<file path="config.mk">
export PLATFORM = sky130hd
export DESIGN_NAME = user_info_tlv_parser
export DESIGN_NICKNAME = d
export VERILOG_FILES = /design/src/uitp_pkg.sv /design/src/uitp_core.sv /design/src/user_info_tlv_parser.sv
export SDC_FILE = /design/constraint.sdc
export NUM_CORES = 1
export LEC_CHECK = 0
export ABC_AREA = 1
export BUFFER_PORTS_ARGS = -buffer_cell sky130_fd_sc_hd__buf_2
export CAP_MARGIN = 20
export CORE_MARGIN = 1
export CORE_UTILIZATION = 40
export DETAILED_ROUTE_END_ITERATION = 12
export SLEW_MARGIN = 20
export SYNTH_ARGS = -nofsm -noshare
export SYNTH_HDL_FRONTEND = slang
export SYNTH_SLANG_ARGS = --single-unit
export TNS_END_PERCENT = 30
</file>
<file path="constraint.sdc">
create_clock -name clk -period 7.2 [get_ports clk]
set_input_delay 0.36 -clock clk [delete_from_list [all_inputs] [get_ports clk]]
set_output_delay 0.36 -clock clk [all_outputs]
set_load 0.005 [all_outputs]
</file>
<file path="src/uitp_pkg.sv">
// Shared types and constants for the user-info record parser.
// Holds field codes, TLV type codes, the capability table and the result struct.
// No dependencies.
`timescale 1ns / 1ps

package uitp_pkg;

  // Name characters kept per record is NAME_MAX_LEN-1
  localparam int NAME_MAX_LEN = 32;
  // Extra-info bytes emitted per extra TLV
  localparam int EXTRA_BYTES  = 37;

  localparam logic [15:0] CAP_UNKNOWN = 16'hff00;
  localparam logic [3:0]  CAP_LAST_K  = 4'hf;

  // TLV type codes
  localparam logic [15:0] TLV_FLAGS   = 16'h0001;
  localparam logic [15:0] TLV_MEMBER  = 16'h0002;
  localparam logic [15:0] TLV_ONLINE  = 16'h0003;
  localparam logic [15:0] TLV_IDLE    = 16'h0004;
  localparam logic [15:0] TLV_STATUS  = 16'h0006;
  localparam logic [15:0] TLV_IPADDR  = 16'h000a;
  localparam logic [15:0] TLV_EXTRA   = 16'h000c;
  localparam logic [15:0] TLV_CAPS    = 16'h000d;
  localparam logic [15:0] TLV_SESS_A  = 16'h000f;
  localparam logic [15:0] TLV_SESS_B  = 16'h0010;

  typedef enum logic [3:0] {
    FC_NAME_CHAR = 4'd0,
    FC_WARN      = 4'd1,
    FC_FLAGS     = 4'd2,
    FC_MEMBER    = 4'd3,
    FC_ONLINE    = 4'd4,
    FC_IDLE      = 4'd5,
    FC_STATUS    = 4'd6,
    FC_IPADDR    = 4'd7,
    FC_EXTRA     = 4'd8,
    FC_CAPS      = 4'd9,
    FC_SESSION   = 4'd10,
    FC_END       = 4'd11
  } field_code_t;

  typedef struct packed {
    logic        vld;
    field_code_t code;
    logic [31:0] value;
    logic [5:0]  index;
    logic        last;
  } uitp_res_t;

  // Stored capability identifiers, 16 bytes each
  localparam logic [7:0] CAP_TABLE [0:7][0:15] = '{
    '{8'h09,8'h46,8'h13,8'h46,8'h4c,8'h7f,8'h11,8'hd1,
      8'h82,8'h22,8'h44,8'h45,8'h53,8'h54,8'h00,8'h00},
    '{8'h09,8'h46,8'h13,8'h41,8'h4c,8'h7f,8'h11,8'hd1,
      8'h82,8'h22,8'h44,8'h45,8'h53,8'h54,8'h00,8'h00},
    '{8'h09,8'h46,8'h13,8'h45,8'h4c,8'h7f,8'h11,8'hd1,
      8'h82,8'h22,8'h44,8'h45,8'h53,8'h54,8'h00,8'h00},
    '{8'h74,8'h8f,8'h24,8'h20,8'h62,8'h87,8'h11,8'hd1,
      8'h82,8'h22,8'h44,8'h45,8'h53,8'h54,8'h00,8'h00},
    '{8'h09,8'h46,8'h13,8'h48,8'h4c,8'h7f,8'h11,8'hd1,
      8'h82,8'h22,8'h44,8'h45,8'h53,8'h54,8'h00,8'h00},
    '{8'h09,8'h46,8'h13,8'h43,8'h4c,8'h7f,8'h11,8'hd1,
      8'h82,8'h22,8'h44,8'h45,8'h53,8'h54,8'h00,8'h00},
    '{8'h09,8'h46,8'h13,8'h47,8'h4c,8'h7f,8'h11,8'hd1,
      8'h82,8'h22,8'h44,8'h45,8'h53,8'h54,8'h00,8'h00},
    '{8'h09,8'h46,8'h13,8'h4a,8'h4c,8'h7f,8'h11,8'hd1,
      8'h82,8'h22,8'h44,8'h45,8'h53,8'h54,8'h00,8'h00}
  };

endpackage

</file>
<file path="src/uitp_core.sv">
// Parser state registers and per-byte next-state / result logic.
// Depends on uitp_pkg.
`timescale 1ns / 1ps

module uitp_core #(
  parameter int NAME_MAX_LEN = uitp_pkg::NAME_MAX_LEN,
  parameter int EXTRA_BYTES  = uitp_pkg::EXTRA_BYTES
) (
  input  logic                clk,
  input  logic                rst_n,
  input  logic                in_fire,
  input  logic [7:0]          data_byte,
  input  logic                record_start,
  output uitp_pkg::uitp_res_t res
);
  import uitp_pkg::*;

  typedef enum logic [8:0] {
    PH_NLEN = 9'b000000001,
    PH_NAME = 9'b000000010,
    PH_WARN = 9'b000000100,
    PH_CNT  = 9'b000001000,
    PH_TYPE = 9'b000010000,
    PH_LEN  = 9'b000100000,
    PH_VAL  = 9'b001000000,
    PH_PEND = 9'b010000000,
    PH_DONE = 9'b100000000
  } phase_t;

  phase_t      phase_r, phase_nxt, ph_cur;
  logic [15:0] fbc_r, fbc_nxt;
  logic [15:0] rem_r, rem_nxt;
  logic [15:0] type_r, type_nxt;
  logic [15:0] len_r, len_nxt;
  logic [31:0] vs_r, vs_nxt;
  logic [7:0]  nlen_r, nlen_nxt;
  logic        flags_r, flags_nxt;
  logic [7:0]  match_r, match_nxt;
  logic [15:0] mask_r, mask_nxt;
  logic [15:0] tot_r, tot_nxt;

  logic [15:0] vs_w;
  logic [31:0] vs_v;
  logic [15:0] pos;
  logic [3:0]  cap_k;
  logic [7:0]  match_tmp;
  logic        word_done;
  logic        last_val;
  logic        do_end_tlv;
  logic        do_finish;

  // Process one accepted byte
  always_comb begin
    phase_nxt  = phase_r;
    fbc_nxt    = fbc_r;
    rem_nxt    = rem_r;
    type_nxt   = type_r;
    len_nxt    = len_r;
    vs_nxt     = vs_r;
    nlen_nxt   = nlen_r;
    flags_nxt  = flags_r;
    match_nxt  = match_r;
    mask_nxt   = mask_r;
    tot_nxt    = tot_r;
    res        = '0;
    ph_cur     = phase_r;
    vs_w       = '0;
    vs_v       = '0;
    pos        = '0;
    cap_k      = '0;
    match_tmp  = '0;
    word_done  = 1'b0;
    last_val   = 1'b0;
    do_end_tlv = 1'b0;
    do_finish  = 1'b0;

    if (in_fire) begin
      // Flush an end result held back by a collision
      if (phase_r == PH_PEND) begin
        res.vld   = 1'b1;
        res.code  = FC_END;
        res.value = {16'b0, tot_r};
        res.last  = 1'b1;
        phase_nxt = PH_DONE;
      end
      // Restart the parser on a record start
      if (record_start) begin
        phase_nxt = PH_NLEN;
        fbc_nxt   = '0;
        rem_nxt   = '0;
        type_nxt  = '0;
        len_nxt   = '0;
        vs_nxt    = '0;
        nlen_nxt  = '0;
        flags_nxt = 1'b0;
        match_nxt = 8'hff;
        mask_nxt  = '0;
        tot_nxt   = '0;
      end

      if (record_start || !(phase_r == PH_PEND || phase_r == PH_DONE)) begin
        // Count bytes, saturating
        if (tot_nxt != 16'hffff) begin
          tot_nxt = tot_nxt + 16'd1;
        end
        ph_cur    = phase_nxt;
        vs_w      = {vs_nxt[7:0], data_byte};
        word_done = (fbc_nxt != 16'd0);
        case (ph_cur)
          PH_NLEN: begin
            nlen_nxt  = data_byte;
            fbc_nxt   = '0;
            vs_nxt    = '0;
            phase_nxt = (data_byte != 8'd0) ? PH_NAME : PH_WARN;
          end
          PH_NAME: begin
            if (fbc_nxt < 16'(NAME_MAX_LEN - 1)) begin
              res.vld   = 1'b1;
              res.code  = FC_NAME_CHAR;
              res.value = {24'b0, data_byte};
              res.index = fbc_nxt[5:0];
            end
            fbc_nxt = fbc_nxt + 16'd1;
            if (fbc_nxt >= {8'b0, nlen_nxt}) begin
              fbc_nxt   = '0;
              phase_nxt = PH_WARN;
            end
          end
          PH_WARN: begin
            if (word_done) begin
              res.vld   = 1'b1;
              res.code  = FC_WARN;
              res.value = {16'b0, vs_w};
              vs_nxt    = '0;
              fbc_nxt   = '0;
              phase_nxt = PH_CNT;
            end else begin
              vs_nxt  = {16'b0, vs_w};
              fbc_nxt = fbc_nxt + 16'd1;
            end
          end
          PH_CNT: begin
            if (word_done) begin
              rem_nxt = vs_w;
              vs_nxt  = '0;
              fbc_nxt = '0;
              if (vs_w == 16'd0) begin
                do_finish = 1'b1;
              end else begin
                phase_nxt = PH_TYPE;
              end
            end else begin
              vs_nxt  = {16'b0, vs_w};
              fbc_nxt = fbc_nxt + 16'd1;
            end
          end
          PH_TYPE: begin
            if (word_done) begin
              type_nxt = vs_w;
              vs_nxt   = '0;
              fbc_nxt  = '0;
              // Padding pairs of type zero are skipped
              if (vs_w != 16'd0) begin
                phase_nxt = PH_LEN;
              end
            end else begin
              vs_nxt  = {16'b0, vs_w};
              fbc_nxt = fbc_nxt + 16'd1;
            end
          end
          PH_LEN: begin
            if (word_done) begin
              len_nxt = vs_w;
              vs_nxt  = '0;
              fbc_nxt = '0;
              if (type_nxt == TLV_CAPS) begin
                mask_nxt  = '0;
                match_nxt = 8'hff;
              end
              if (vs_w == 16'd0) begin
                do_end_tlv = 1'b1;
              end else begin
                phase_nxt = PH_VAL;
              end
            end else begin
              vs_nxt  = {16'b0, vs_w};
              fbc_nxt = fbc_nxt + 16'd1;
            end
          end
          PH_VAL: begin
            pos      = fbc_nxt;
            vs_v     = {vs_nxt[23:0], data_byte};
            vs_nxt   = vs_v;
            last_val = ((pos + 16'd1) == len_nxt);
            case (type_nxt)
              TLV_FLAGS: begin
                if (!flags_nxt && pos == 16'd1) begin
                  res.vld   = 1'b1;
                  res.code  = FC_FLAGS;
                  res.value = {16'b0, vs_v[15:0]};
                end
              end
              TLV_MEMBER: begin
                if (pos == 16'd3) begin
                  res.vld   = 1'b1;
                  res.code  = FC_MEMBER;
                  res.value = vs_v;
                end
              end
              TLV_ONLINE: begin
                if (pos == 16'd3) begin
                  res.vld   = 1'b1;
                  res.code  = FC_ONLINE;
                  res.value = vs_v;
                end
              end
              TLV_IDLE: begin
                if (pos == 16'd1) begin
                  res.vld   = 1'b1;
                  res.code  = FC_IDLE;
                  res.value = {16'b0, vs_v[15:0]};
                end
              end
              TLV_STATUS: begin
                if (pos == 16'd3) begin
                  res.vld   = 1'b1;
                  res.code  = FC_STATUS;
                  res.value = {16'b0, vs_v[15:0]};
                end
              end
              TLV_IPADDR: begin
                if (pos == 16'd3) begin
                  res.vld   = 1'b1;
                  res.code  = FC_IPADDR;
                  res.value = vs_v;
                end
              end
              TLV_EXTRA: begin
                if (pos < 16'(EXTRA_BYTES)) begin
                  res.vld   = 1'b1;
                  res.code  = FC_EXTRA;
                  res.value = {24'b0, data_byte};
                  res.index = pos[5:0];
                end
              end
              TLV_CAPS: begin
                // Drop identifiers whose byte at this offset differs
                cap_k = pos[3:0];
                for (int y = 0; y < 8; y++) begin
                  match_tmp[y] = match_nxt[y] & (CAP_TABLE[y][cap_k] == data_byte);
                end
                match_nxt = match_tmp;
                if (cap_k == CAP_LAST_K) begin
                  mask_nxt  = mask_nxt | ((match_tmp != 8'd0) ? {8'b0, match_tmp}
                                                                : CAP_UNKNOWN);
                  match_nxt = 8'hff;
                end
                if (last_val) begin
                  if (cap_k != CAP_LAST_K) begin
                    mask_nxt = mask_nxt | CAP_UNKNOWN;
                  end
                  res.vld   = 1'b1;
                  res.code  = FC_CAPS;
                  res.value = {16'b0, mask_nxt};
                end
              end
              TLV_SESS_A, TLV_SESS_B: begin
                if (pos == 16'd3) begin
                  res.vld   = 1'b1;
                  res.code  = FC_SESSION;
                  res.value = vs_v;
                end
              end
              default: begin
              end
            endcase
            fbc_nxt = pos + 16'd1;
            if (last_val) begin
              do_end_tlv = 1'b1;
            end
          end
          default: begin
          end
        endcase

        // Close the current TLV
        if (do_end_tlv) begin
          if (type_nxt == TLV_FLAGS) begin
            flags_nxt = 1'b1;
          end
          rem_nxt = rem_nxt - 16'd1;
          fbc_nxt = '0;
          vs_nxt  = '0;
          if (rem_nxt == 16'd0) begin
            do_finish = 1'b1;
          end else begin
            phase_nxt = PH_TYPE;
          end
        end

        // End of record: hold the end result if a field already goes out
        if (do_finish) begin
          if (res.vld) begin
            phase_nxt = PH_PEND;
          end else begin
            res.vld   = 1'b1;
            res.code  = FC_END;
            res.value = {16'b0, tot_nxt};
            res.index = '0;
            res.last  = 1'b1;
            phase_nxt = PH_DONE;
          end
        end
      end
    end
  end

  // State registers
  always_ff @(posedge clk) begin
    if (!rst_n) begin
      phase_r <= PH_NLEN;
      fbc_r   <= '0;
      rem_r   <= '0;
      type_r  <= '0;
      len_r   <= '0;
      vs_r    <= '0;
      nlen_r  <= '0;
      flags_r <= 1'b0;
      match_r <= 8'hff;
      mask_r  <= '0;
      tot_r   <= '0;
    end else begin
      phase_r <= phase_nxt;
      fbc_r   <= fbc_nxt;
      rem_r   <= rem_nxt;
      type_r  <= type_nxt;
      len_r   <= len_nxt;
      vs_r    <= vs_nxt;
      nlen_r  <= nlen_nxt;
      flags_r <= flags_nxt;
      match_r <= match_nxt;
      mask_r  <= mask_nxt;
      tot_r   <= tot_nxt;
    end
  end

endmodule

</file>
<file path="src/user_info_tlv_parser.sv">
// Results are registered in the output register, or in the skid stage on a stall.
// One byte per cycle while in_tready; the parser state updates in the cycle it is taken.
// in_tready drops only while both the output register and the skid stage hold results.
// Reset (rst_n low, synchronous): parser waits for a name-length byte, output empties.
// Top level of the user-info record parser; depends on uitp_pkg and uitp_core.
`timescale 1ns / 1ps

module user_info_tlv_parser #(
  parameter int NAME_MAX_LEN = uitp_pkg::NAME_MAX_LEN,
  parameter int EXTRA_BYTES  = uitp_pkg::EXTRA_BYTES
) (
  input  logic        clk,
  input  logic        rst_n,
  input  logic        in_tvalid,
  output logic        in_tready,
  input  logic [7:0]  in_tdata,   // [7:0] data_byte
  input  logic [0:0]  in_tuser,   // [0] record_start
  output logic        out_tvalid,
  input  logic        out_tready,
  output logic [39:0] out_tdata,  // [31:0] field_value, [37:32] item_index, [39:38] zero
  output logic [3:0]  out_tuser,  // [3:0] field_code
  output logic        out_tlast   // last
);
  import uitp_pkg::*;

  logic      in_fire;
  logic      out_fire;
  uitp_res_t res;
  uitp_res_t out_r;
  uitp_res_t skid_r;
  logic      out_vld_r;
  logic      skid_vld_r;

  assign in_tready = ~skid_vld_r;
  assign in_fire   = in_tvalid & in_tready;
  assign out_fire  = out_vld_r & out_tready;

  uitp_core #(
    .NAME_MAX_LEN (NAME_MAX_LEN),
    .EXTRA_BYTES  (EXTRA_BYTES)
  ) u_core (
    .clk          (clk),
    .rst_n        (rst_n),
    .in_fire      (in_fire),
    .data_byte    (in_tdata),
    .record_start (in_tuser[0]),
    .res          (res)
  );

  // Output register with skid stage
  always_ff @(posedge clk) begin
    if (!rst_n) begin
      out_vld_r  <= 1'b0;
      skid_vld_r <= 1'b0;
    end else if (skid_vld_r) begin
      if (out_fire) begin
        out_r      <= skid_r;
        skid_vld_r <= 1'b0;
      end
    end else if (in_fire && res.vld) begin
      if (!out_vld_r || out_fire) begin
        out_r     <= res;
        out_vld_r <= 1'b1;
      end else begin
        skid_r     <= res;
        skid_vld_r <= 1'b1;
      end
    end else if (out_fire) begin
      out_vld_r <= 1'b0;
    end
  end

  assign out_tvalid = out_vld_r;
  assign out_tdata  = {2'b00, out_r.index, out_r.value};
  assign out_tuser  = out_r.code;
  assign out_tlast  = out_r.last;

endmodule

</file>
# After elaboration in Yosys (flattened, before gate mapping)
# Memory sizes are Yosys's and may differ from the RTL's.
# Cells that the tools add are included.
[word_totals]
input_bits = 13
output_inout_bits = 47
word_cells = 251
romBits = 1024
regBits = 242
n_memories = 8
[classes]
n_eq_ne = 36
bitwise_logic = 14
n_reduce_logical = 22
n_addsub = 3
n_lt_le_gt_ge = 4
muxes = 143
[memory_table]
columns = ["name", "words", "width", "rd", "rd_ports_with_merged_regs", "wr", "line", "rtl"]
rows = [
  ["(name not given)", 16, 8, 1, 0, 0, "uitp_core.sv:250", "match_tmp[y] = match_nxt[y] & (CAP_TABLE[y][cap_k] == data_byte);"],
  ["(name not given)", 16, 8, 1, 0, 0, "uitp_core.sv:250", ""],
  ["(name not given)", 16, 8, 1, 0, 0, "uitp_core.sv:250", ""],
  ["(name not given)", 16, 8, 1, 0, 0, "uitp_core.sv:250", ""],
  ["(name not given)", 16, 8, 1, 0, 0, "uitp_core.sv:250", ""],
  ["(name not given)", 16, 8, 1, 0, 0, "uitp_core.sv:250", ""],
  ["2 more memories", "n/a", "n/a", "n/a", "n/a", "n/a", "n/a", ""],
]
[ops]
columns = ["op", "n"]
rows = [
  ["$mux 16", 40],
  ["$mux 37", 12],
  ["$pmux 37 s9", 1],
  ["$mux 43", 7],
  ["$mux 8", 27],
  ["$mux 9", 16],
  ["$mux 44", 3],
  ["$mux 32", 4],
  ["$pmux 37 s3", 1],
  ["$pmux 32 s3", 1],
  ["$eq 16x4->1 const B", 4],
  ["$eq 8x8->1", 8],
  ["$pmux 16 s4", 1],
  ["$pmux 9 s6", 1],
  ["$eq 16x1->1 const B", 3],
  ["$eq 16x2->1 const B", 3],
  ["$add 16x1->16 const B", 2],
  ["$eq 16x3->1 const B", 2],
  ["$logic_not 16->1", 2],
  ["$pmux 16 s2", 1],
  ["$reduce_bool 16->1", 2],
  ["$mux 1", 23],
  ["$eq 16x16->1", 1],
  ["$eq 16x5->1 const B", 1],
  ["other kinds (37)", 56],
]

# Depth between registers and ports, before layout
# Gate-level depths: netlist of run 1.
[depth]
depth_word = 26
ltp_mapped = 32
mapped_depth_nobuf = 29

# By module
# A second synthesis of run 1 with hierarchy kept.
[hier_totals]
hier_cells = 2738
hier_area_um2 = 17451.7
[by_module_without_submodules]
columns = ["module", "area_per_inst_um2", "seq_area_each_um2", "n_inst", "cells_each"]
rows = [
  ["uitp_core", 14174.8, 2922.8, 1, 2489],
  ["user_info_tlv_parser", 3276.9, 2622.5, 1, 249],
]

# Worst setup path after synthesis of run 1
# Ideal clock, no wire load.
[synth_timing]
path_kind = "input to register"
from = "in in_tuser"
to = "reg out_r, in the netlist out_tdata[0] (enable)"
setup_slack_ns = 1.544
t_arrival_ns = 5.198
required_time_ns = 6.742
cell_stages = 24
cell_sequence = "buf_6 -> buf_6 -> buf_4 -> nor2_1 -> inv_1 -> ha_1 -> nand3_1 -> nor2_2 -> nand2_4 -> o21ai_1 -> nor2_1 -> nor2_2 -> ha_1 -> nand3_1 -> nor2_2 -> nand2_1 -> nand2_1 -> nand2_1 -> nor2_1 -> nand3_1 -> nand3b_1 -> nand3_1 -> nand3_1 -> a21oi_1"
[synth_between]
elab_chain_cells = 19
elab_cells_between_ends = 78
[synth_lines]
columns = ["item", "line", "rtl"]
rows = [
  ["from (decl)", "user_info_tlv_parser.sv:17", "input logic [0:0] in_tuser,"],
  ["$mux 16", "uitp_core.sv:87", "if (record_start) begin"],
  ["$mux 16", "uitp_core.sv:77", "if (in_fire) begin"],
  ["$reduce_bool 16->1", "uitp_core.sv:108", "word_done = (fbc_nxt != 16'd0);"],
  ["$mux 16", "uitp_core.sv:143", "if (word_done) begin"],
  ["$mux 16", "uitp_core.sv:109", "case (ph_cur)"],
  ["$mux 16", "uitp_core.sv:101", "if (record_start || !(phase_r == PH_PEND || phase_r == PH_DONE)) begin"],
  ["$mux 16", "uitp_core.sv:77", ""],
  ["$sub 16x1->16", "uitp_core.sv:291", "rem_nxt = rem_nxt - 16'd1;"],
  ["[3 not listed]", "n/a", ""],
  ["$mux 1", "uitp_core.sv:101", ""],
  ["$mux 1", "uitp_core.sv:77", ""],
  ["$mux 44", "uitp_core.sv:302", "if (do_finish) begin"],
  ["$mux 44 *", "uitp_core.sv:101", ""],
  ["$mux 44 *", "uitp_core.sv:77", ""],
  ["$logic_and 1x1->1 *", "user_info_tlv_parser.sv:60", "end else if (in_fire && res.vld) begin"],
  ["$reduce_bool 2->1 (no line) *", "n/a", ""],
  ["$reduce_and 4->1 (no line) *", "n/a", ""],
  ["to (signal assigned)", "user_info_tlv_parser.sv:57", "out_r <= skid_r;"],
  ["to (signal assigned)", "user_info_tlv_parser.sv:62", "out_r <= res;"],
  ["to (decl)", "user_info_tlv_parser.sv:29", "uitp_res_t out_r;"],
]
# Mark *: on every way between the ends. The rest lies on a longest branch, timed or not. The select of a mux whose other input is x is not followed.
# A chain may end at the register's enable or synchronous reset.

# Worst setup path in the final report of run 1
[layout_timing]
from = "reg u_core.phase_r[7]"
to = "reg out_r, in the netlist out_tdata[18] (enable)"
[layout_between]
elab_chain_cells = 20
elab_cells_between_ends = 48
[layout_lines]
columns = ["item", "line", "rtl"]
rows = [
  ["from (decl)", "uitp_core.sv:30", "phase_t phase_r, phase_nxt, ph_cur;"],
  ["from (signal assigned)", "uitp_core.sv:333", "phase_r <= phase_nxt;"],
  ["$eq 9x8->1", "uitp_core.sv:79, uitp_core.sv:101", ""],
  ["$mux 9", "uitp_core.sv:79", "if (phase_r == PH_PEND) begin"],
  ["$mux 9", "uitp_core.sv:87", ""],
  ["$mux 9", "uitp_core.sv:77", ""],
  ["$eq 9x4->1", "uitp_core.sv:109", ""],
  ["$mux 16", "uitp_core.sv:109", ""],
  ["$mux 16", "uitp_core.sv:101", ""],
  ["$mux 16", "uitp_core.sv:77", ""],
  ["[4 not listed]", "n/a", ""],
  ["$mux 1", "uitp_core.sv:101", ""],
  ["$mux 1", "uitp_core.sv:77", ""],
  ["$mux 44", "uitp_core.sv:302", ""],
  ["$mux 44 *", "uitp_core.sv:101", ""],
  ["$mux 44 *", "uitp_core.sv:77", ""],
  ["$logic_and 1x1->1 *", "user_info_tlv_parser.sv:60", ""],
  ["$reduce_bool 2->1 (no line) *", "n/a", ""],
  ["$reduce_and 4->1 (no line) *", "n/a", ""],
]
# Marked as above.

==> results of run 1 <==
## report_power, final
group,total (uW),switching [uW],internal (uW)
Combinational,494,376,119
Sequential,1430,21.8,1400
Clock,1450,621,828
## layout make-up
type | count | area, um2
inverter | 311 | 1170
sequential | 234 | 5550
clock buffer | 36 | 771
multi-input combinational | 2049 | 9830
fill | 4498 | 23400
tap | 539 | 674
timing repair buffer | 83 | 480
clock inverter | 15 | 156
## routing by layer
| layer | share of wire [%] | GRT usage, % |
|---|---|---|
| met3 | 7.5 | 4.39 |
| met1 | 44 | 42.2 |
| met2 | 44 | 48.6 |
| met4 | 4.5 | 13.5 |
| met5 | 0.019 | 0 |
## through the flow
step | hold WS (ns) | cells | total power, uW | setup WS, ns | area (um2)
floorplan | 0.445 | 2725 | 1780 | 1.54 | 17100
CTS | 0.0742 | 3267 | 3400 | 1.87 | 18600
global placement | 0.451 | 3216 | 1930 | 1.53 | 17700
detailed placement | 0.455 | 3216 | 1940 | 1.49 | 17700
finish | 0.101 | 3267 | 3370 | 1.73 | 18600
global route | 0.121 | 3267 | 3500 | 1.36 | 18600
## cells in the final DEF (no fill, tap or decap), drive strengths merged, types with 3 or more instances in the layout
| cell | n |
|---|---|
| nand2 | 785 |
| nor2 | 325 |
| inv | 307 |
| o21ai | 241 |
| a21oi | 192 |
| nand3 | 191 |
| dfxtp | 148 |
| edfxtp | 86 |
| buf | 83 |
| o211ai | 44 |
| nand4 | 43 |
| o22ai | 37 |
| clkbuf | 36 |
| nor3 | 32 |
| a22oi | 27 |
| nor4 | 17 |
| xor2 | 14 |
| ha | 14 |
| clkinv | 14 |
| a221oi | 12 |
| o221ai | 11 |
| nand3b | 10 |
| a211oi | 8 |
| o21bai | 6 |
| and3 | 6 |
| a31oi | 6 |
| or2 | 5 |
| o2111ai | 3 |
| clkinvlp | 3 |
| a21boi | 3 |
## critical path, delay by kind of cell (launching register included)
family | cells | cell delay, ns
adder cells (fa/ha/maj) | 1 | 0.24
buffers and inverters | 1 | 0.46
AO/OA/AOI/OAI | 1 | 0.14
AND/OR/NAND/NOR | 18 | 3.71
flip-flops | 1 | 0.51
## flip-flops by register name (all words and copies together), names as in the netlist, 16 cells and up
| name | count |
|---|---|
| u_core.len_r | 16 |
| u_core.mask_r | 16 |
| out_tdata | 38 |
| skid_r | 43 |
| u_core.vs_r | 24 |
| u_core.fbc_r | 16 |
| u_core.rem_r | 16 |
| u_core.type_r | 16 |
| u_core.tot_r | 16 |
## logic make-up (layout without fill, tap and decap cells)
group	count (synthesis)	in the layout	share of synthesized area (%)
AOI/OAI and AO/OA	599	599	20.2
muxes	1	1	0.0586
and+or+nand+nor	1417	1417	35.1
adders and majority gates	14	14	1.02
DFF	234	234	32.4
other	1	2	0.0219
buffers and inverters	442	445	10.3
xor gates and xnor gates	16	16	0.820
## worst paths after layout
path	from	endpoint	slack, ns
worst max-delay path	u_core.phase_r[7]$_SDFFE_PN0P_	out_tdata[18]$_DFFE_PP_	1.73
worst max register to register	u_core.phase_r[7]$_SDFFE_PN0P_	out_tdata[18]$_DFFE_PP_	1.73
worst min register to register	u_core.nlen_r[5]$_SDFFE_PN0P_	u_core.nlen_r[5]$_SDFFE_PN0P_	0.46
worst min-delay path	out_tready	skid_vld_r$_SDFF_PN0_	0.10
==> out/results.md, run 1 <==
| Result | Value |
|:---|:---|
| Run status | finished clean |
| Final number of hold-violating endpoints | 0 |
| Buffers inserted by post-CTS timing repair | 0 |
| Pins over their slew limit | 0 |
| Required time of the critical path | 7.43 ns |
| First-pass GRT wire length | 105 mm |
| Die Outline Area | 43600 um2 |
| Longest Clk Path Bufs | 3 |
| Final min period | 5.47 ns |
| Share of post-route cells with drive strength above 1 | 7.48% |
| Crit-path slowest cell | sky130_fd_sc_hd__dfxtp_1 |
| Routed wire per std cell | 20.9 um |
| Number of register bits inferred by synthesis | 234 |
| Pin slew with the least headroom to its limit | 1.11 ns |
| Clock slew at the register clock pins of the worst setup and hold paths | 0.06 ns |
| Quantity of I/O buffers inserted on ports | 57 |
| Most frequent cell after synthesis | sky130_fd_sc_hd__nand2_1 |
| Vias in the first global route | 17.5k |
| Number of search-and-repair iterations in the first detailed-routing pass | 8 |
| Post-layout net count | 2734 |
| Aggregate global-route resource usage | 30.9% |
| Antenna violations before repair | 1 |
| Maximum number of pins on one net before global-route repair | 69 |
| Highest clock frequency the design can meet | 183 MHz |
| Area of the mapped netlist | 17100 um2 |
| Depth of the worst register-to-register path | 21 |
| Post-route clock period utilization | 76.0% |
| Initial core utilization | 40.7% |
| Post-Synthesis Mean Instance Area | 6.28 um2 |
| Inserted Clock Buffers | 28 |
| DIE WIDTH | 209 um |
| Final antenna-violating net count | 0 |
| Clock root buffer | sky130_fd_sc_hd__clkbuf_16 |
| Portion of synthesized cell area occupied by the leading cell type | 17.3% |
| Crit path largest cell delay | 0.51 ns |
| H-tree depth | 1 |
| Summed negative setup slack over all endpoints | 0 ns |
| Number of top-level pins | 60 |
| Drt drc | 0 |
| Leading cell types by count after synthesis | 773 x sky130_fd_sc_hd__nand2_1, 305 x sky130_fd_sc_hd__nor2_1, 300 x sky130_fd_sc_hd__inv_1 |
| Worst-path cell chain | nand2_1 -> nor2_2 -> nand3_4 -> nand3_2 -> nand3_4 -> nor2_4 -> nand2_2 -> nand2_1 -> nand2_2 -> ha_1 -> nand3_1 -> nor2_1 -> nand2_1 -> nand2_1 -> nor2_1 -> nand3_1 -> nand3b_1 -> nand3_1 -> nand3_1 -> a21oi_4 -> buf_4 |
| Commonest register cell after synthesis | sky130_fd_sc_hd__dfxtp_1 |
| Detailed placer's ending HPWL | 49.5 mm |
| Post-Syn Instances | 2724 |
| Critical Path Sink Type | flip-flop |
| Distinct cell type count after synthesis | 57 |
| Peak VDD IR | 0.187 mV |
| Top cells by area in the synthesized netlist | sky130_fd_sc_hd__dfxtp_1 17%, sky130_fd_sc_hd__nand2_1 17%, sky130_fd_sc_hd__edfxtp_1 15% |
| Clock sink count | 234 |
| Number of rows created at floorplan | 75 |
| # Max-Cap Violations | 0 |
| Total power per unit cell area | 181 nW/um2 |
| Die height | 209 um |
| Biggest area consumer among synthesized cells | sky130_fd_sc_hd__dfxtp_1 |
| Sum of routed wire length over all layers | 68.3 mm |
| Iter 0 DRT Violations | 2219 |
| Total core area | 42000 um2 |
| Number of flops mapped to enable cells by yosys | 86 |
| Number of buffers added to fix hold violations after cts | 0 |
| Worst-path fanout max | 43 |
| Arr. time, crit path | 5.70 ns |
| Clock tree from TritonCTS | built |
| Setup repair after global routing missed its margin | false |
| Via density per instance | 5.75 |
| Overflow after GRT | 0 |
| Resize count post-CTS | 0 |
| Crit Path Category | flip-flop to flip-flop |
| Setup Skew | 0.0227 ns |
| Async set-or-reset flop fraction in the synthesized netlist | 0% |
| Number of diodes | 0 |
| RePlAce Congestion | 0.988 |
| Number of synthesis warnings | 0 |
| Vias post-DR | 18.8k |
| Layout area overhead | 9.00% |
| Launching element type of the critical path | flip-flop |
| Number of setup violations in the final report | 0 |
| Worst hold stages | 4 |
| Max transition margin | 25.0% |
| Worst min-delay path class | input pin to flip-flop |
| Post-synthesis sequential area ratio | 32.4% |
| Post-route core utilization | 44.3% |
| Clk_lat worst skew | 0.60 ns |
| LEAKAGE | 0.00810 uW |
No activity file was read; power rests on OpenSTA's default activity.
==> inputs of run 2 (changes only) <==
--- a/config.mk
+++ b/config.mk
@@ -5,7 +5,7 @@
 export SDC_FILE = /design/constraint.sdc
 export NUM_CORES = 1
 export LEC_CHECK = 0
-export ABC_AREA = 1
+export ABC_AREA = 0
 export BUFFER_PORTS_ARGS = -buffer_cell sky130_fd_sc_hd__buf_2
 export CAP_MARGIN = 20
 export CORE_MARGIN = 1
==> constraint.sdc (replaced) <==
create_clock -name clk -period 5.2 [get_ports clk]
set_input_delay 0.26 -clock clk [delete_from_list [all_inputs] [get_ports clk]]
set_output_delay 0.26 -clock clk [all_outputs]
set_load 0.005 [all_outputs]
==> run 2 against run 1 <==
  * Fmax rose by 14%
  * Die area fell by 8.9%
  * Final cell count is 24% lower
  * Synthesized cell count is 29% lower
  * Critical path type unchanged
  * Largest cell class unchanged
  * Highest routed layer is now met4
==> out/results.md, run 2 <==
| Result | Value | Change |
|:---|:---|:---|
| Setup Skew | 0.0280 ns | was 0.0227 ns |
| End of the worst register-to-register path | skid_r[1]$_DFFE_PP_ | was out_tdata[18]$_DFFE_PP_ |
| Overall power consumption | 4390 uW | was 3370 uW |
| Worst-path cell chain | nor4_2 -> and4b_1 -> nand2_1 -> a31oi_2 -> ha_2 -> nor3b_2 -> buf_4 -> nand2_1 -> xor2_1 -> o21ai_0 -> nor4_2 -> nor3b_1 -> a31o_2 -> o21ai_4 -> nor4_4 -> buf_4 | was nand2_1 -> nor2_2 -> nand3_4 -> nand3_2 -> nand3_4 -> nor2_4 -> nand2_2 -> nand2_1 -> nand2_2 -> ha_1 -> nand3_1 -> nor2_1 -> nand2_1 -> nand2_1 -> nor2_1 -> nand3_1 -> nand3b_1 -> nand3_1 -> nand3_1 -> a21oi_4 -> buf_4 |
| Distinct cell type count after synthesis | 99 | was 57 |
| Flop pwr share | 43.6% | was 42.3% |
| Worst-path fanout max | 24 | was 43 |
| Number of search-and-repair iterations in the first detailed-routing pass | 6 | was 8 |
| Flip-flop count of the largest register after layout | 43 | unchanged |
| Number of diodes | 0 | unchanged |
| Biggest register | skid_r | unchanged |
| Maximum number of pins on one net before global-route repair | 70 | was 69 |
| Number of fill cells | 3786 | was 4498 |
| Post-layout net count | 1984 | was 2734 |
| Layout area overhead | 13.7% | was 9.00% |
| Depth of the worst register-to-register path | 16 | was 21 |
| Post-route clock period utilization | 92.2% | was 76.0% |
| Share of post-route cells with drive strength above 1 | 13.7% | was 7.48% |
| Required time of the critical path | 5.45 ns | was 7.43 ns |
| Vias in the first global route | 14.6k | was 17.5k |
| Antenna violations before repair | 0 | was 1 |
| Highest clock frequency the design can meet | 208 MHz | was 183 MHz |
| Initial core utilization | 41.0% | was 40.7% |
| Detailed placer's ending HPWL | 42.0 mm | was 49.5 mm |
| Crit Reg-Reg Startpoint | u_core.phase_r[7]$_SDFFE_PN0P_ | unchanged |
| DIE WIDTH | 199 um | was 209 um |
| Buffers inserted by post-CTS timing repair | 0 | unchanged |
| Worst R2R Setup Slack | 0.40 ns | was 1.73 ns |
| Drt drc | 0 | unchanged |
| Portion of synthesized cell area occupied by the leading cell type | 19.0% | was 17.3% |
| Crit Path Category | flip-flop to flip-flop | unchanged |
| Number of flops mapped to enable cells by yosys | 86 | unchanged |
| Overflow after GRT | 0 | unchanged |
| Summed negative setup slack over all endpoints | 0 ns | unchanged |
| RePlAce Congestion | 0.956 | was 0.988 |
| Post-route core utilization | 46.6% | was 44.3% |
| Number of buffers added to fix hold violations after cts | 0 | unchanged |
| Max transition margin | 20.9% | was 25.0% |
| Area used by multi-input combinational logic | 9390 um2 | was 9830 um2 |
| Launching element type of the critical path | flip-flop | unchanged |
| Clk_lat worst skew | 0.59 ns | was 0.60 ns |
| Quantity of I/O buffers inserted on ports | 57 | unchanged |
| Number of register bits inferred by synthesis | 234 | unchanged |
| Total core area | 37900 um2 | was 42000 um2 |
| Worst hold stages | 2 | was 4 |
| Number of setup violations in the final report | 0 | unchanged |
| Post-synthesis sequential area ratio | 35.6% | was 32.4% |
| Iter 0 DRT Violations | 1644 | was 2219 |
| Endpoint with the worst hold slack | skid_vld_r$_SDFF_PN0_ | unchanged |
| Final antenna-violating net count | 0 | unchanged |
| Design internal power | 3260 uW | was 2350 uW |
| Sum of routed wire length over all layers | 58.2 mm | was 68.3 mm |
| Total power per unit cell area | 248 nW/um2 | was 181 nW/um2 |
| First-pass GRT wire length | 88.8 mm | was 105 mm |
| Aggregate global-route resource usage | 29.1% | was 30.9% |
| Die Outline Area | 39700 um2 | was 43600 um2 |
| Resize count post-CTS | 0 | unchanged |
| Longest Clk Path Bufs | 3 | unchanged |
| Net switching share of the total power | 25.8% | was 30.2% |
| Pins over their slew limit | 0 | unchanged |
| Worst min-delay path class | input pin to flip-flop | unchanged |
| Leading cell types by count after synthesis | 227 x sky130_fd_sc_hd__nor2_1, 212 x sky130_fd_sc_hd__nand2_1, 148 x sky130_fd_sc_hd__dfxtp_1 | was 773 x sky130_fd_sc_hd__nand2_1, 305 x sky130_fd_sc_hd__nor2_1, 300 x sky130_fd_sc_hd__inv_1 |
| Top cells by area in the synthesized netlist | sky130_fd_sc_hd__dfxtp_1 19%, sky130_fd_sc_hd__edfxtp_1 17%, sky130_fd_sc_hd__nor2_1 5.5% | was sky130_fd_sc_hd__dfxtp_1 17%, sky130_fd_sc_hd__nand2_1 17%, sky130_fd_sc_hd__edfxtp_1 15% |
| Commonest register cell after synthesis | sky130_fd_sc_hd__dfxtp_1 | unchanged |
| Most frequent cell after synthesis | sky130_fd_sc_hd__nor2_1 | was sky130_fd_sc_hd__nand2_1 |
| Biggest area consumer among synthesized cells | sky130_fd_sc_hd__dfxtp_1 | unchanged |
| Via density per instance | 6.32 | was 5.75 |
| Async set-or-reset flop fraction in the synthesized netlist | 0% | unchanged |
| Number of non-filler instances in the completed layout | 2489 | was 3267 |
| Die height | 199 um | was 209 um |
| Run status | finished clean | unchanged |
| # Max-Cap Violations | 0 | unchanged |
| Number of rows created at floorplan | 71 | was 75 |
| Worst hold path startpoint | out_tready | unchanged |
| Routed wire per std cell | 23.4 um | was 20.9 um |
| Clock tree from TritonCTS | built | unchanged |
| H-tree depth | 1 | unchanged |
| Crit path largest cell delay | 0.50 ns | was 0.51 ns |
| Vias post-DR | 15.7k | was 18.8k |
| Peak VDD IR | 0.253 mV | was 0.187 mV |
| Switching Power | 1130 uW | was 1020 uW |
| Number of synthesis warnings | 0 | unchanged |
| Post-Synthesis Mean Instance Area | 8.02 um2 | was 6.28 um2 |
| Post-Syn Instances | 1939 | was 2724 |
| Portion of total power attributed to combinational logic | 7.7% | was 14.7% |
| Number of top-level pins | 60 | unchanged |
| Clock sink count | 234 | unchanged |
| Final min period | 4.80 ns | was 5.47 ns |
| Commonest non-fill, non-tap cells in the layout | 226 x sky130_fd_sc_hd__nor2_1, 209 x sky130_fd_sc_hd__nand2_1, 147 x sky130_fd_sc_hd__dfxtp_1 | was 771 x sky130_fd_sc_hd__nand2_1, 304 x sky130_fd_sc_hd__nor2_1, 299 x sky130_fd_sc_hd__inv_1 |
| Part of the power in the clock network | 48.7% | was 43.0% |
| Combined flip-flop and latch cell area | 5550 um2 | about the same |
| Area of the mapped netlist | 15600 um2 | was 17100 um2 |
| Arr. time, crit path | 5.05 ns | was 5.70 ns |
| Setup repair after global routing missed its margin | false | unchanged |
| Inserted Clock Buffers | 28 | unchanged |
| Most frequent standard cell in the layout excluding fill and tap cells | sky130_fd_sc_hd__nor2_1 | was sky130_fd_sc_hd__nand2_1 |
| # placed instances | 2436 | was 3216 |
| Pin slew with the least headroom to its limit | 1.18 ns | was 1.11 ns |
| LEAKAGE | 0.00635 uW | was 0.00810 uW |
| Final number of hold-violating endpoints | 0 | unchanged |
| Clock slew at the register clock pins of the worst setup and hold paths | 0.07 ns | was 0.06 ns |
| Critical Path Sink Type | flip-flop | unchanged |
| Crit-path slowest cell | sky130_fd_sc_hd__nor4_2 | was sky130_fd_sc_hd__dfxtp_1 |
| Clock root buffer | sky130_fd_sc_hd__clkbuf_16 | unchanged |
[run 2: worst max path at each step]
stage	from	slack, ns	to	cells past startpoint
2_1_floorplan	in_tuser	-0.26	skid_r[0]$_DFFE_PP_	22
3_3_place_gp	in_tuser	0.16	out_tdata[32]$_DFFE_PP_	20
3_5_place_dp	in_tuser	0.04	out_tdata[34]$_DFFE_PP_	20
4_1_cts	u_core.phase_r[7]$_SDFFE_PN0P_	0.31	out_tdata[24]$_DFFE_PP_	16
5_1_grt	u_core.phase_r[7]$_SDFFE_PN0P_	0.1	skid_r[1]$_DFFE_PP_	16
6_report	u_core.phase_r[7]$_SDFFE_PN0P_	0.40	skid_r[1]$_DFFE_PP_	16
[run 2: worst max-delay path: cells and delay by family (launching register included)]
family | cells | cell delay, ns
compound gates | 4 | 0.80
xor+xnor | 1 | 0.14
fa+ha+maj | 1 | 0.23
buf+inv | 2 | 0.57
flops | 1 | 0.44
simple gates | 8 | 2.26
[run 2: cells by family (layout without fill, tap and decap cells)]
family / Yosys count / count (layout) / synth area share [%]
simple gates: 830 / 830 / 27.6
compound gates: 592 / 593 / 25.6
flops: 234 / 234 / 35.6
buf+inv: 187 / 224 / 5.06
xor+xnor: 55 / 55 / 3.19
mux: 25 / 25 / 1.73
fa+ha+maj: 15 / 15 / 1.19
other cells: 1 / 2 / 0.0241
[run 2: power groups by stage]
stage               registers (uW)  logic (uW)  clock network (uW)
global placement              1950         327                   0
global route                  1920         364                2240
floorplan                     1950         220                   0
finish                        1910         338                2140
detailed placement            1950         329                   0
CTS                           1910         329                2170
[run 2: metrics by stage]
| step | hold WS (ns) | cell area [um2] | setup WS, ns |
|---|---|---|---|
| final | 0.0237 | 17700 | 0.403 |
| after global routing | 0.0112 | 17700 | 0.0956 |
| after CTS | 0.0220 | 17700 | 0.306 |
| after detailed placement | 0.449 | 16600 | 0.0448 |
| after global placement | 0.441 | 16600 | 0.159 |
| after floorplan | 0.376 | 15700 | -0.259 |
[run 2: layer usage]
| layer | up-vias | global-route usage [%] | share of wire [%] |
|---|---|---|---|
| li1 | 7243 | - | - |
| met1 | 7583 | 40.5 | 44 |
| met2 | 774 | 45.3 | 45 |
| met3 | 139 | 4.95 | 8.5 |
| met4 | 0 | 9.52 | 3.2 |
| met5 | - | 0 | 0 |
[run 2: final cells by class]
type | count | share of cell area, %
Inverter | 30 | 0.722
Timing Repair Buffer | 143 | 5.35
Multi-Input combinational cell | 1520 | 53.1
Clock buffer | 38 | 5.00
Clock inverter | 13 | 0.863
Tap cell | 511 | 3.62
Sequential cell | 234 | 31.4
